--- config.mk ---
export PLATFORM = sky130hd
export DESIGN_NAME = svpwm_sector_and_duty
export DESIGN_NICKNAME = d
export VERILOG_FILES = /design/src/sv/svpwm_pkg.sv /design/src/sv/svpwm_sector_and_duty.sv /design/src/sv/svpwm_proj.sv /design/src/sv/svpwm_sel.sv /design/src/sv/svpwm_sat.sv
export SDC_FILE = /design/constraint.sdc
export NUM_CORES = 1
export LEC_CHECK = 0
export BUFFER_PORTS_ARGS = -buffer_cell sky130_fd_sc_hd__buf_2
export CAP_MARGIN = 25
export CELL_PAD_IN_SITES_DETAIL_PLACEMENT = 1
export CELL_PAD_IN_SITES_GLOBAL_PLACEMENT = 2
export CORE_UTILIZATION = 42
export DETAILED_ROUTE_END_ITERATION = 10
export GPL_TIMING_DRIVEN = 0
export PLACE_DENSITY_LB_ADDON = 0.3
export SYNTH_ARGS = -nofsm -noshare
export SYNTH_HDL_FRONTEND = slang
export SYNTH_SLANG_ARGS = --single-unit
--- constraint.sdc ---
create_clock -name clk -period 8.8 [get_ports clk]
set_clock_uncertainty 0.1 [all_clocks]
set_input_delay 0.88 -clock clk [delete_from_list [all_inputs] [get_ports clk]]
set_output_delay 0.88 -clock clk [all_outputs]
set_load 0.01 [all_outputs]
--- src/sv/svpwm_pkg.sv ---
package svpwm_pkg;

  // Sample width of the alpha/beta references and the phase duties
  localparam int DATA_WIDTH = 16;

  // Q15 coefficients: 1/2 is 2^14, so it is applied as a shift
  localparam int FRAC_BITS  = 15;
  localparam int HALF_SHIFT = 14;
  localparam logic signed [16:0] SQRT3_HALF_Q15 = 17'sd28378;

  // Exact sum beta/2 + alpha*sqrt(3)/2 before rounding, and the rounded y
  localparam int PROD_W = DATA_WIDTH + 17;
  localparam int Y_W    = PROD_W - FRAC_BITS;
  localparam logic signed [PROD_W-1:0] ROUND_BIAS = PROD_W'(1) <<< (FRAC_BITS - 1);

  // Width of the unsaturated phase terms (2y - x and similar)
  localparam int T_W = DATA_WIDTH + 4;

  localparam logic signed [DATA_WIDTH-1:0] DUTY_MAX = {1'b0, {(DATA_WIDTH-1){1'b1}}};
  localparam logic signed [DATA_WIDTH-1:0] DUTY_MIN = {1'b1, {(DATA_WIDTH-1){1'b0}}};

  // Sector codes
  localparam logic [2:0] SECT_BASE   = 3'd3;
  localparam logic [2:0] SECT_MIRROR = 3'd7;
  localparam logic [2:0] SECTOR_1    = 3'd1;
  localparam logic [2:0] SECTOR_2    = 3'd2;
  localparam logic [2:0] SECTOR_4    = 3'd4;
  localparam logic [2:0] SECTOR_5    = 3'd5;

  // Projection stage result: x = beta, y = rounded beta/2 + alpha*sqrt(3)/2
  typedef struct packed {
    logic signed [DATA_WIDTH-1:0] x;
    logic signed [Y_W-1:0]        y;
  } proj_t;

  // Selection stage result: unsaturated phase terms and sector
  typedef struct packed {
    logic signed [T_W-1:0] ta;
    logic signed [T_W-1:0] tb;
    logic signed [T_W-1:0] tc;
    logic [2:0]            sec;
  } sel_t;

  // Clamp a phase term to the signed output range
  function automatic logic signed [DATA_WIDTH-1:0] sat_duty(input logic signed [T_W-1:0] v);
    logic signed [T_W-1:0]        hi;
    logic signed [T_W-1:0]        lo;
    logic signed [DATA_WIDTH-1:0] r;
    hi = T_W'(DUTY_MAX);
    lo = T_W'(DUTY_MIN);
    if (v > hi) begin
      r = DUTY_MAX;
    end else if (v < lo) begin
      r = DUTY_MIN;
    end else begin
      r = v[DATA_WIDTH-1:0];
    end
    return r;
  endfunction

endpackage

--- src/sv/svpwm_sector_and_duty.sv ---
// Throughput: one beat per cycle; four pipeline registers (multiply, round,
// sector select, saturate) each hold one beat; a stage holds only while the
// stage after it is full and stalled, so out_ready low stalls the input once all four are full.
// Reset (rst_n low, synchronous) empties every stage; no other state is kept.
module svpwm_sector_and_duty import svpwm_pkg::*; (
  input  logic                         clk,
  input  logic                         rst_n,
  input  logic                         in_valid,
  output logic                         in_ready,
  input  logic signed [DATA_WIDTH-1:0] in_v_alpha,
  input  logic signed [DATA_WIDTH-1:0] in_v_beta,
  output logic                         out_valid,
  input  logic                         out_ready,
  output logic signed [DATA_WIDTH-1:0] out_phase_a_duty,
  output logic signed [DATA_WIDTH-1:0] out_phase_b_duty,
  output logic signed [DATA_WIDTH-1:0] out_phase_c_duty,
  output logic [2:0]                   out_sector
);

  logic  proj_valid;
  logic  proj_ready;
  proj_t proj_data;
  logic  sel_valid;
  logic  sel_ready;
  sel_t  sel_data;

  // Project alpha/beta onto the x/y axes
  svpwm_proj u_proj (
    .clk       (clk),
    .rst_n     (rst_n),
    .i_valid   (in_valid),
    .i_ready   (in_ready),
    .i_v_alpha (in_v_alpha),
    .i_v_beta  (in_v_beta),
    .o_valid   (proj_valid),
    .o_ready   (proj_ready),
    .o_data    (proj_data)
  );

  // Sector and phase term selection
  svpwm_sel u_sel (
    .clk     (clk),
    .rst_n   (rst_n),
    .i_valid (proj_valid),
    .i_ready (proj_ready),
    .i_data  (proj_data),
    .o_valid (sel_valid),
    .o_ready (sel_ready),
    .o_data  (sel_data)
  );

  // Saturate and drive the result ports
  svpwm_sat u_sat (
    .clk            (clk),
    .rst_n          (rst_n),
    .i_valid        (sel_valid),
    .i_ready        (sel_ready),
    .i_data         (sel_data),
    .o_valid        (out_valid),
    .o_ready        (out_ready),
    .o_phase_a_duty (out_phase_a_duty),
    .o_phase_b_duty (out_phase_b_duty),
    .o_phase_c_duty (out_phase_c_duty),
    .o_sector       (out_sector)
  );

endmodule

--- src/sv/svpwm_proj.sv ---
module svpwm_proj import svpwm_pkg::*; (
  input  logic                         clk,
  input  logic                         rst_n,
  input  logic                         i_valid,
  output logic                         i_ready,
  input  logic signed [DATA_WIDTH-1:0] i_v_alpha,
  input  logic signed [DATA_WIDTH-1:0] i_v_beta,
  output logic                         o_valid,
  input  logic                         o_ready,
  output proj_t                        o_data
);

  logic                         s1_valid_r;
  logic signed [PROD_W-1:0]     s1_prod_r;
  logic signed [DATA_WIDTH-1:0] s1_beta_r;
  logic signed [PROD_W-1:0]     s1_prod_nxt;
  logic                         s1_ready;

  logic                         s2_valid_r;
  proj_t                        s2_data_r;
  proj_t                        s2_data_nxt;
  logic signed [PROD_W-1:0]     sum;
  logic                         s2_ready;

  // Advance a stage when it is empty or its beat moves on
  assign s2_ready = !s2_valid_r || o_ready;
  assign s1_ready = !s1_valid_r || s2_ready;
  assign i_ready  = s1_ready;

  // Stage 1: alpha times sqrt(3)/2
  assign s1_prod_nxt = PROD_W'(i_v_alpha) * PROD_W'(SQRT3_HALF_Q15);

  always_ff @(posedge clk) begin
    if (!rst_n) begin
      s1_valid_r <= 1'b0;
    end else if (s1_ready) begin
      s1_valid_r <= i_valid;
    end
  end

  always_ff @(posedge clk) begin
    if (s1_ready && i_valid) begin
      s1_prod_r <= s1_prod_nxt;
      s1_beta_r <= i_v_beta;
    end
  end

  // Stage 2: add beta/2, round half up, drop the Q15 fraction
  always_comb begin
    sum           = s1_prod_r + (PROD_W'(s1_beta_r) <<< HALF_SHIFT) + ROUND_BIAS;
    s2_data_nxt.x = s1_beta_r;
    s2_data_nxt.y = sum[PROD_W-1:FRAC_BITS];
  end

  always_ff @(posedge clk) begin
    if (!rst_n) begin
      s2_valid_r <= 1'b0;
    end else if (s2_ready) begin
      s2_valid_r <= s1_valid_r;
    end
  end

  always_ff @(posedge clk) begin
    if (s2_ready && s1_valid_r) begin
      s2_data_r <= s2_data_nxt;
    end
  end

  assign o_valid = s2_valid_r;
  assign o_data  = s2_data_r;

endmodule

--- src/sv/svpwm_sel.sv ---
module svpwm_sel import svpwm_pkg::*; (
  input  logic  clk,
  input  logic  rst_n,
  input  logic  i_valid,
  output logic  i_ready,
  input  proj_t i_data,
  output logic  o_valid,
  input  logic  o_ready,
  output sel_t  o_data
);

  logic                  valid_r;
  sel_t                  data_r;
  sel_t                  data_nxt;
  logic signed [T_W-1:0] xe;
  logic signed [T_W-1:0] ye;
  logic signed [T_W-1:0] ze;
  logic                  y_pos;
  logic                  z_pos;
  logic                  x_neg;
  logic [2:0]            sec;

  assign i_ready = !valid_r || o_ready;

  // Find the sector and pick the phase terms for its pair
  always_comb begin
    xe    = T_W'(i_data.x);
    ye    = T_W'(i_data.y);
    ze    = ye - xe;
    y_pos = !ye[T_W-1] && (ye != '0);
    z_pos = !ze[T_W-1] && (ze != '0);
    x_neg = i_data.x[DATA_WIDTH-1];
    sec   = SECT_BASE - {2'b00, y_pos} - {2'b00, z_pos};
    if (x_neg) begin
      sec = SECT_MIRROR - sec;
    end
    data_nxt.sec = sec;
    if (sec inside {SECTOR_1, SECTOR_4}) begin
      data_nxt.ta = ye;
      data_nxt.tb = xe - ze;
      data_nxt.tc = -ye;
    end else if (sec inside {SECTOR_2, SECTOR_5}) begin
      data_nxt.ta = ze + ye;
      data_nxt.tb = xe;
      data_nxt.tc = -xe;
    end else begin
      data_nxt.ta = ze;
      data_nxt.tb = -ze;
      data_nxt.tc = -(xe + ye);
    end
  end

  always_ff @(posedge clk) begin
    if (!rst_n) begin
      valid_r <= 1'b0;
    end else if (i_ready) begin
      valid_r <= i_valid;
    end
  end

  always_ff @(posedge clk) begin
    if (i_ready && i_valid) begin
      data_r <= data_nxt;
    end
  end

  assign o_valid = valid_r;
  assign o_data  = data_r;

endmodule

--- src/sv/svpwm_sat.sv ---
module svpwm_sat import svpwm_pkg::*; (
  input  logic                         clk,
  input  logic                         rst_n,
  input  logic                         i_valid,
  output logic                         i_ready,
  input  sel_t                         i_data,
  output logic                         o_valid,
  input  logic                         o_ready,
  output logic signed [DATA_WIDTH-1:0] o_phase_a_duty,
  output logic signed [DATA_WIDTH-1:0] o_phase_b_duty,
  output logic signed [DATA_WIDTH-1:0] o_phase_c_duty,
  output logic [2:0]                   o_sector
);

  logic                         valid_r;
  logic signed [DATA_WIDTH-1:0] ta_r;
  logic signed [DATA_WIDTH-1:0] tb_r;
  logic signed [DATA_WIDTH-1:0] tc_r;
  logic [2:0]                   sec_r;

  assign i_ready = !valid_r || o_ready;

  // Output register: hold the beat until taken
  always_ff @(posedge clk) begin
    if (!rst_n) begin
      valid_r <= 1'b0;
    end else if (i_ready) begin
      valid_r <= i_valid;
    end
  end

  // Clamp each phase term into the output range
  always_ff @(posedge clk) begin
    if (i_ready && i_valid) begin
      ta_r  <= sat_duty(i_data.ta);
      tb_r  <= sat_duty(i_data.tb);
      tc_r  <= sat_duty(i_data.tc);
      sec_r <= i_data.sec;
    end
  end

  assign o_valid        = valid_r;
  assign o_phase_a_duty = ta_r;
  assign o_phase_b_duty = tb_r;
  assign o_phase_c_duty = tc_r;
  assign o_sector       = sec_r;

endmodule
==> flow_summary_export.csv, run 1 <==
group,metric,value,unit
sta,setup_slack,1941,ps
global_routing,first_global_vias,14190,
setup_path,r2r-start,"u_proj.o_data[0]",
clock_tree,numCtsBuffers,17,
clock_tree,clock_sinks,186,
setup_path,worst-endpoint-required,8930,ps
clock_tree,clk_pin_slew,70,ps
yosys,synth_top_family_by_area,"adder cells",
finish,drive_above_1_share,8.111,%
yosys,yosysTopAreaCell,"edfxtp_1",
yosys,syn_area_per_cell,10.00,sq um
clock_tree,clkLatencyLatePin,460,ps
clock_tree,cts_tree,"yes",
yosys,synth-simple-area-share,10.41,%
detailed_routing,dr.pass1.iters,5,
finish,nNetsFinal,2271,
detailed_routing,drt_iter0_drc,697,
yosys,synth_fa_ha_area_share,28.57,%
min_path,hold_path.startpoint,"u_sel.o_data[2]",
floorplan,dieArea,43390,sq um
clock_tree,cts_root_buf,"clkbuf_16",
setup_path,cp_max_fo,10,
global_routing,grt_pass1_wl,76.18,mm
detailed_routing,viasPerCell,5.473,
placed_design,place_area,19130,sq um
setup_path,timing.rr.end,"u_sel.o_data[16]",
sta,finalCriticalPeriod,6859,ps
detailed_routing,wl,48.06,mm
floorplan,ios,89,
global_routing,track_usage,22.76,%
sta,maxSlewViolCount,0,
yosys,ys_async_sr_fraction,0,%
yosys,ys.flop_type,"edfxtp_1",
min_path,min_path_type,"register to register",
detailed_routing,drc_errors,0,
clock_tree,htreeDepth,4,
yosys,synth-xor-area-share,7.741,%
global_routing,grt_overflow,0,
yosys,yosysWarnings,0,
global_routing,grt_max_degree,38,
setup_path,critPathLaunchType,"register",
sta,finalCritPeriodShare,77.94,%
placed_design,numPortBuffers,88,
global_routing,antenna_found_initial,1,
setup_path,crit_arrival,6990,ps
yosys,synth_edf_count,182,
setup_path,reg2reg_depth,20,
yosys,synth_mux_area_share,0,%
clock_tree,clock_path_buffers,2,
clock_tree,ctsResizeCount,0,
floorplan,start_util,42.62,%
floorplan,placementRows,75,
yosys,yosysSeqAreaShare,31.02,%
sta,fmax,145.8,MHz
detailed_routing,wl_per_cell,19.60,um
min_path,hold_path_end,"u_sat.o_sector[2]",
sta,tightest_slew,900.7,ps
yosys,synth_cells,1787,
status,outcome,"finished clean",
floorplan,core-area,41950,sq um
yosys,synth-seq-cells,186,
yosys,synth_top_area_share,30.57,%
yosys,ys_top_cells_by_area,"edfxtp_1 31%, ha_1 15%, fa_1 13%, xnor2_1 5.6%, inv_1 5.3%",
setup_path,worstSetupPathType,"register to register",
yosys,yosysMostFrequentCell,"inv_1",
sta,relSlewSlack,38.40,%
sta,setup_violations,0,
setup_path,critPathCaptureType,"register",
yosys,synthTopCellsByCount,"253 x inv_1, 217 x ha_1, 182 x edfxtp_1",
clock_tree,cts_setup_buffers,0,
yosys,synth_area,17880,sq um
job,cap_viol_max_count,0,
placed_design,dp_slack,1583,ps
detailed_routing,routed-via-count,13420,
clock_tree,ctsHoldBuffers,0,
detailed_routing,antenna_left,0,
finish,final_core_util,46.97,%
sta,rsz0062_at_grt,"no",
setup_path,regToRegSetupSlack,1940,ps
placed_design,gp_congestion,0.8827,
finish,final_area,19700,sq um
min_path,whs_path_depth,0,
yosys,synth-compound-area-share,15.81,%
finish,area_delta_synth_final,10.20,%
yosys,synth_cell_types,78,
sta,finalHoldViolCount,0,
sta,finalSetupTns,0,ps
placed_design,dp_hpwl,40.61,mm
yosys,synthesis.nets,2159,
floorplan,die_h,208.3,um
floorplan,die_x,208.3,um
## cell usage in the layout, fill, tap and decap left out, types with 5 or more instances in the layout
master,synthesis,routed
nor3_1,38,38
o21ai_0,85,85
o41ai_1,5,5
and2_1,8,8
o221ai_1,7,7
or2_2,10,10
o211a_1,5,5
o21bai_1,12,12
a22oi_1,15,15
a211oi_1,13,13
o21a_1,64,64
nor2_1,111,111
buf_2,3,91
ha_1,217,217
or3_1,18,18
xnor2_1,115,115
clkbuf_16,0,17
nor4_1,10,10
inv_1,253,253
nand4_1,10,10
clkbuf_1,40,42
xor2_1,43,43
a21o_1,41,41
nand2b_1,11,11
inv_6,0,7
buf_12,0,5
a31oi_1,13,12
fa_1,119,119
a21oi_1,98,98
nor2b_1,23,21
o211ai_1,17,17
nand2_1,80,80
edfxtp_1,182,182
nand3_1,28,28
o31ai_1,7,7
and3_1,12,12
## final cells by class
class	instances	area (sq um)
Fill cell	4719	22250
Multi-Input combinational cell	1299	11220
Sequential cell	186	5545
Inverter	255	957.2
Tap cell	539	674.4
Timing Repair Buffer	93	540.5
Clock buffer	19	432.9
Buffer	47	195.2
Clock inverter	12	130.1
Antenna cell	2	5.005
## metal layers
metal	wire length [um]	vias up	GRT usage, %
met4	654	2	5.185
met3	1144	34	2.777
met1	22860	6749	30.63
met5	8	-	0
li1	-	6471	-
met2	23390	163	39.04
## registers in the layout, summed over array words and instances, names as in the netlist
register	cells
u_proj.s1_valid_r	1
u_sat.o_phase_b_duty	16
u_proj.o_valid	1
u_sat.o_phase_c_duty	16
u_proj.o_data	34
u_proj.s1_beta_r	16
u_sat.o_sector	3
u_sat.o_phase_a_duty	16
u_sat.o_valid	1
u_sel.o_valid	1
u_proj.s1_prod_r	18
u_sel.o_data	63
## stage by stage
| stage | instances | hold slack [ps] |
|---|---|---|
| after floorplan | 1787 | 300.3 |
| after global placement | 2414 | 306.9 |
| after detailed placement | 2419 | 309.3 |
| after CTS | 2450 | 327.3 |
| after global routing | 2450 | 338.3 |
| final | 2452 | 324.1 |
## worst max-delay path, stage by stage, from the launching register on
cell and delay (ps):
edfxtp_1 540, inv_1 210, ha_1 220, inv_1 70, fa_1 470, a211oi_1 440, o21ai_0 250, a31oi_1 270
nor2b_1 190, xnor2_1 180, or3_1 410, nor3_2 320, nand4_1 200, and2_1 240, ha_1 220, xnor2_1 440
or2_2 270, clkbuf_1 510, clkbuf_1 580, o211ai_1 280, o21ai_0 230
## how the worst max path moves through the flow
stage | startpoint | slack, ps | depth (start not counted) | end
floorplan | in_v_alpha[5] | 2420 | 20 | u_proj.s1_prod_r[31]
CTS | in_v_alpha[7] | 2030 | 21 | u_proj.s1_prod_r[31]
detailed placement | in_v_alpha[7] | 1580 | 21 | u_proj.s1_prod_r[31]
finish | u_proj.o_data[0] | 1940 | 20 | u_sel.o_data[16]
global route | u_proj.o_data[0] | 1610 | 20 | u_sel.o_data[16]
global placement | in_v_alpha[7] | 1610 | 21 | u_proj.s1_prod_r[31]
## kinds of logic (layout without fill, tap and decap cells)
kind of cell | count (synthesis) | in the layout
xor+xnor | 158 | 158
simple gates | 378 | 378
other cells | 0 | 2
compound gates | 426 | 426
fa+ha+maj | 337 | 337
flops | 186 | 186
buf+inv | 302 | 426
Power of run 1 is left out: the tool's default activity adds up to more than one toggle a clock period on the data nets, which glitch-free logic cannot reach.
==> run 2: changes to the inputs <==
- CORE_UTILIZATION: 42 -> 38
- clock period: 8.8 -> 5.66 ns (I/O delays scaled with it)
==> run 2 against run 1 <==
Against the previous run: non-clock buffer count up 13; cell count up 3.3%; first-iteration DRC count down 4.9%; highest routed layer unchanged.
==> flow_summary_export.csv, run 2 (synthesized netlist as in run 1, its figures left out) <==
group,metric,value,unit
min_path,hold_path.startpoint,"in_v_beta[2]",
sta,relSlewSlack,36.67,%
floorplan,ios,89,
setup_path,crit_buf_inv,3,
global_routing,track_usage,21.32,%
setup_path,r2r-start,"u_proj.o_data[19]",
finish,multi_input_area,11660,sq um
setup_path,reg2reg_depth,18,
finish,largest_reg_flops,63,
sta,finalCritPeriodShare,99.57,%
finish,n_antenna_cell,0,
setup_path,critical-path-slowest-cell,"fa_1",
sta,maxSlewViolCount,0,
global_routing,grt_max_degree,36,
floorplan,placementRows,79,
clock_tree,numCtsBuffers,17,
placed_design,placed_cells,2486,
finish,drive_above_1_share,13.56,%
finish,finalNonFillerCells,2532,
clock_tree,clkLatencyLatePin,470,ps
global_routing,first_global_vias,14040,
floorplan,core-area,46460,sq um
detailed_routing,antenna_left,0,
clock_tree,cts_root_buf,"clkbuf_16",
setup_path,critPathCaptureType,"register",
detailed_routing,dr.pass1.iters,5,
sta,tightest_slew,926.0,ps
job,cap_viol_max_count,0,
placed_design,dp_hpwl,41.26,mm
sta,setup_violations,0,
min_path,whs_path_depth,1,
detailed_routing,drt_iter0_drc,663,
floorplan,die_h,218.9,um
setup_path,worstSetupPathType,"input port to register",
detailed_routing,routed-via-count,13340,
clock_tree,cts_tree,"yes",
clock_tree,htreeDepth,4,
clock_tree,clock_sinks,186,
sta,fmax,177.4,MHz
floorplan,dieArea,47910,sq um
global_routing,grt_pass1_wl,78.05,mm
floorplan,start_util,38.48,%
status,outcome,"finished clean",
placed_design,numPortBuffers,88,
finish,final_common_cell,"inv_1",
setup_path,cp_max_fo,4,
finish,seqCellArea,5545,sq um
setup_path,timing.rr.end,"u_sel.o_data[17]",
clock_tree,clk_pin_slew,70,ps
sta,finalCriticalPeriod,5636,ps
setup_path,crit_path_frequent_cell,"fa_1",
setup_path,worst-endpoint-required,5770,ps
clock_tree,clock_path_buffers,2,
global_routing,antenna_found_initial,1,
setup_path,critPathLaunchType,"input port",
finish,nNetsFinal,2284,
finish,area_delta_synth_final,14.45,%
sta,rsz0062_at_grt,"yes",
detailed_routing,wl_per_cell,19.59,um
finish,final_core_util,44.04,%
detailed_routing,viasPerCell,5.267,
min_path,hold_path_end,"u_proj.s1_beta_r[2]",
placed_design,gp_congestion,0.8551,
setup_path,cpPeakStageDelay,540,ps
clock_tree,ctsHoldBuffers,0,
floorplan,die_x,218.9,um
sta,finalHoldViolCount,0,
detailed_routing,wl,49.60,mm
finish,nFillCells,5224,
setup_path,cp_cell_sequence,"buf_4, ha_4, inv_1, fa_1, fa_1, fa_1, inv_1, fa_1, fa_1, ha_4, a21o_1, a21o_1, a221o_1, a31oi_4, nand2b_4, o21ai_2, a41o_1, nand2_2, o21ai_4, o41ai_4, xnor2_1",
detailed_routing,drc_errors,0,
finish,layout_common_cells,"241 x inv_1, 199 x ha_1, 182 x edfxtp_1",
global_routing,grt_overflow,0,
sta,timing.hold.ws,180.0,ps
setup_path,crit_family,"adder cells",
setup_path,crit_arrival,5740,ps
min_path,min_path_type,"input port to register",
setup_path,regToRegSetupSlack,250,ps
[run 2: cell types whose count changed in the layout (fill, tap and decap cells not counted), moves of 12 or more]
cell,before,now
buf_4,2,22
clkbuf_1,42,22
ha_1,217,199
ha_4,0,15
clkbuf_2,0,12
inv_1,253,241
[run 2: worst register-to-register path, stage by stage (launching register included)]
cell	delay [ps]
edfxtp_1	570
inv_1	200
ha_1	350
nor2b_1	170
o2111ai_1	270
nand3_1	170
a41oi_1	340
xnor2_2	180
or3_4	450
nor3_4	280
nand4_1	190
and2_1	230
ha_1	240
xnor2_2	200
or2_2	380
clkbuf_4	240
clkbuf_4	240
o211ai_1	140
o21ai_0	190
[run 2: what timing repair did]
action | in CTS | in global routing
pin swaps | 11 | 22
setup buffers | 6 | 9
gates resized for setup | 59 | 66
cloned | 0 | 0
setup endpoints to repair | 74 | 71
[run 2: per-layer routing]
layer	GRT usage (%)	share of wire [%]	up-vias
li1	-	-	6501
met1	29.32	48	6628
met2	35.85	48	163
met3	2.315	2.3	41
met4	4.977	1.5	2
met5	0	0.026	-
[run 2: layout make-up]
class                   instances  area share, %
plain buffers                  46          1.082
clock buffers                  17          2.079
clock inverters                15         0.8746
inverters                     255          4.715
multi-input cells            1299          57.01
flip-flops and latches        186          27.11
well taps                     607          3.712
repair buffers                107          3.425
[run 2: metrics by stage]
stage / TNS (ps) / area, sq um / worst slack, ps
after floorplan: 0 / 17960 / 0.8553
after global placement: -51600 / 19160 / -951.4
after detailed placement: -50420 / 19280 / -944.8
after CTS: 0 / 20160 / 2.600
after global routing: -537.5 / 20460 / -136.8
final: 0 / 20460 / 24.32
[run 2: worst max-delay path by stage]
stage	from	endpoint	slack [ps]	cells after the start
after CTS	in_v_alpha[7]	u_proj.s1_prod_r[31]	3	21
final	in_v_alpha[5]	u_proj.s1_prod_r[31]	20	21
after global routing	in_v_alpha[9]	u_proj.s1_prod_r[31]	-140	22
after global placement	u_proj.o_data[0]	u_sel.o_data[9]	-950	20
after floorplan	in_v_alpha[6]	u_proj.s1_prod_r[31]	0.9	21
after detailed placement	u_proj.o_data[0]	u_sel.o_data[13]	-940	20
Power of run 2 is left out for the same reason.
==> run 3: changes to the inputs <==
- BUFFER_PORTS_ARGS: -buffer_cell sky130_fd_sc_hd__buf_2 -> -buffer_cell sky130_fd_sc_hd__buf_4
- CORE_MARGIN: unset -> 4
- SYNTH_HIERARCHICAL: unset -> 1
==> run 3 against run 2 <==
Against the previous run: critical endpoint is now u_sel/o_data[41]; area after synthesis grew 8.4%; core utilization up 0.092 points; wire length rose by 20%; hold slack worse by 43 ps; largest cell class unchanged; clock-buffer cell count grew 2; maximum frequency increased by 2.3%; via count increased by 16%; register-to-register slack worse by 97 ps.
==> flow_summary_export.csv, run 3 <==
group,metric,value,unit
status,outcome,"finished clean",
setup_path,critPathLaunchType,"register",
yosys,ys_top_cells_by_area,"edfxtp_1 28%, ha_1 15%, fa_1 12%, inv_1 5.2%, xnor2_1 5.0%",
placed_design,dp_hpwl,48.78,mm
clock_tree,clkLatencyLatePin,500,ps
setup_path,critPathCaptureType,"register",
detailed_routing,viasPerCell,5.561,
finish,nNetsFinal,2472,
floorplan,placementRows,82,
yosys,ys_async_sr_fraction,0,%
detailed_routing,drc_errors,0,
global_routing,grt_overflow,0,
detailed_routing,antenna_left,0,
yosys,ys.flop_type,"edfxtp_1",
clock_tree,clk_pin_slew,80,ps
finish,area_delta_synth_final,14.45,%
clock_tree,cts_tree,"yes",
detailed_routing,dr.pass1.iters,5,
sta,rsz0062_at_grt,"yes",
detailed_routing,wl,59.55,mm
sta,setup_slack,153.4,ps
sta,setup_violations,0,
detailed_routing,drt_iter0_drc,835,
global_routing,first_global_vias,16280,
placed_design,dp_slack,-2317,ps
yosys,yosysMostFrequentCell,"inv_1",
sta,maxSlewViolCount,0,
clock_tree,numCtsBuffers,17,
setup_path,cp_max_fo,6,
sta,relSlewSlack,38.49,%
sta,tightest_slew,920.8,ps
setup_path,cp_cell_sequence,"inv_2, ha_1, inv_1, fa_1, nor2b_2, o21bai_1, nor2b_1, xnor2_2, ha_1, or4_4, o21bai_4, a21oi_2, a31oi_1, a31o_1, maj3_2, maj3_2, o2bb2ai_4, o211ai_1, and2_4, o311ai_0, a221oi_2",
yosys,yosysSeqAreaShare,28.61,%
setup_path,critical-path-slowest-cell,"or4_4",
yosys,syn_area_per_cell,9.945,sq um
global_routing,grt_max_degree,47,
setup_path,worst-endpoint-required,5840,ps
clock_tree,ctsHoldBuffers,0,
sta,finalCriticalPeriod,5507,ps
detailed_routing,routed-via-count,15430,
global_routing,track_usage,22.03,%
floorplan,die_x,233.9,um
finish,final_common_cell,"inv_1",
floorplan,die_h,233.9,um
finish,multi_input_area,12720,sq um
yosys,synthTopCellsByCount,"266 x inv_1, 227 x ha_1, 182 x edfxtp_1",
clock_tree,cts_root_buf,"clkbuf_16",
finish,n_antenna_cell,0,
finish,layout_common_cells,"261 x inv_1, 220 x ha_1, 182 x edfxtp_1",
sta,finalCritPeriodShare,97.29,%
yosys,synth_area,19380,sq um
yosys,synth_cell_types,99,
yosys,synth_edf_count,182,
setup_path,cpPeakStageDelay,550,ps
setup_path,crit_arrival,5690,ps
setup_path,worstSetupPathType,"register to register",
yosys,synthesis.nets,2331,
placed_design,numPortBuffers,88,
floorplan,start_util,38.56,%
clock_tree,htreeDepth,4,
yosys,yosysWarnings,6,
job,cap_viol_max_count,0,
setup_path,crit_buf_inv,2,
setup_path,crit_family,"compound AO/OA/AOI/OAI gates",
placed_design,gp_congestion,0.9253,
floorplan,ios,89,
finish,largest_reg_flops,63,
detailed_routing,wl_per_cell,21.47,um
min_path,min_path_type,"input port to register",
yosys,synth_top_area_share,28.20,%
finish,seqCellArea,5545,sq um
global_routing,grt_pass1_wl,92.94,mm
floorplan,dieArea,54690,sq um
sta,finalHoldViolCount,0,
finish,drive_above_1_share,17.60,%
global_routing,antenna_found_initial,1,
sta,fmax,181.6,MHz
yosys,synth_cells,1949,
yosys,yosysTopAreaCell,"edfxtp_1",
clock_tree,clock_sinks,186,
finish,nFillCells,5654,
floorplan,core-area,50270,sq um
yosys,synth-seq-cells,186,
clock_tree,clock_path_buffers,2,
==> run 3: logic make-up after synthesis <==
logic type      count (synthesis)  synth area share (%)
buf+inv                       347                 7.681
simple gates                  457                 12.22
xor+xnor                      141                 6.410
mux                             7                0.3679
compound gates                462                 17.60
flops                         186                 28.61
fa+ha+maj                     349                 27.11
==> run 3: worst register-to-register path: cells and delay by family (launching register included) <==
family          cells  cell delay, ps
buf+inv             2             160
fa+ha+maj           5            1510
flops               1             430
simple gates        4            1160
xor+xnor            1             170
compound gates      9            1760
==> run 3: metal layers <==
| layer | share of wire, % | routed length, um | global-route usage, % | up-vias |
|---|---|---|---|---|
| met1 | 45 | 26640 | 29.05 | 7815 |
| li1 | - | - | - | 7283 |
| met5 | 0 | 0 | 0 | - |
| met2 | 49 | 29380 | 37.79 | 264 |
| met3 | 3.2 | 1927 | 2.843 | 63 |
| met4 | 2.7 | 1600 | 6.851 | 0 |
==> run 3: timing repair <==
action,4_1_cts,5_1_grt
setup endpoints to repair,63,73
setup buffers,19,16
pin swaps,5,11
gates resized for setup,79,35
==> run 3: layout make-up <==
| cell class | count | share of cell area (%) |
|---|---|---|
| clock inverters | 12 | 0.6317 |
| clock buffers | 19 | 1.951 |
| plain buffers | 74 | 2.346 |
| flip-flops and latches | 186 | 25.00 |
| inverters | 268 | 4.546 |
| multi-input cells | 1416 | 57.33 |
| repair buffers | 127 | 4.405 |
| well taps | 672 | 3.790 |
==> run 3: worst paths after layout <==
check / from / endpoint / slack [ps] / cells after the start
max: u_proj/o_data[0] / u_sel/o_data[41] / 150 / 21
min: in_v_beta[15] / u_proj/s1_beta_r[15] / 140 / 1
max reg2reg: u_proj/o_data[0] / u_sel/o_data[41] / 150 / 21
min reg2reg: u_sel/o_data[1] / u_sat/o_sector[1] / 330 / 0
==> run 3: per-stage QoR <==
stage | TNS, ps | cells | hold slack, ps | cell area, sq um | util, %
5_1_grt | -76.19 | 2774 | 108.3 | 22190 | 44.13
3_5_place_dp | -113430 | 2713 | 313.3 | 20950 | 41.67
6_report | 0 | 2774 | 136.8 | 22190 | 44.13
4_1_cts | 0 | 2759 | 92.49 | 21920 | 43.59
3_3_place_gp | -111910 | 2709 | 310.6 | 20890 | 41.54
2_1_floorplan | 0 | 1949 | 300.3 | 19380 | -
Power of run 3 is left out for the same reason.
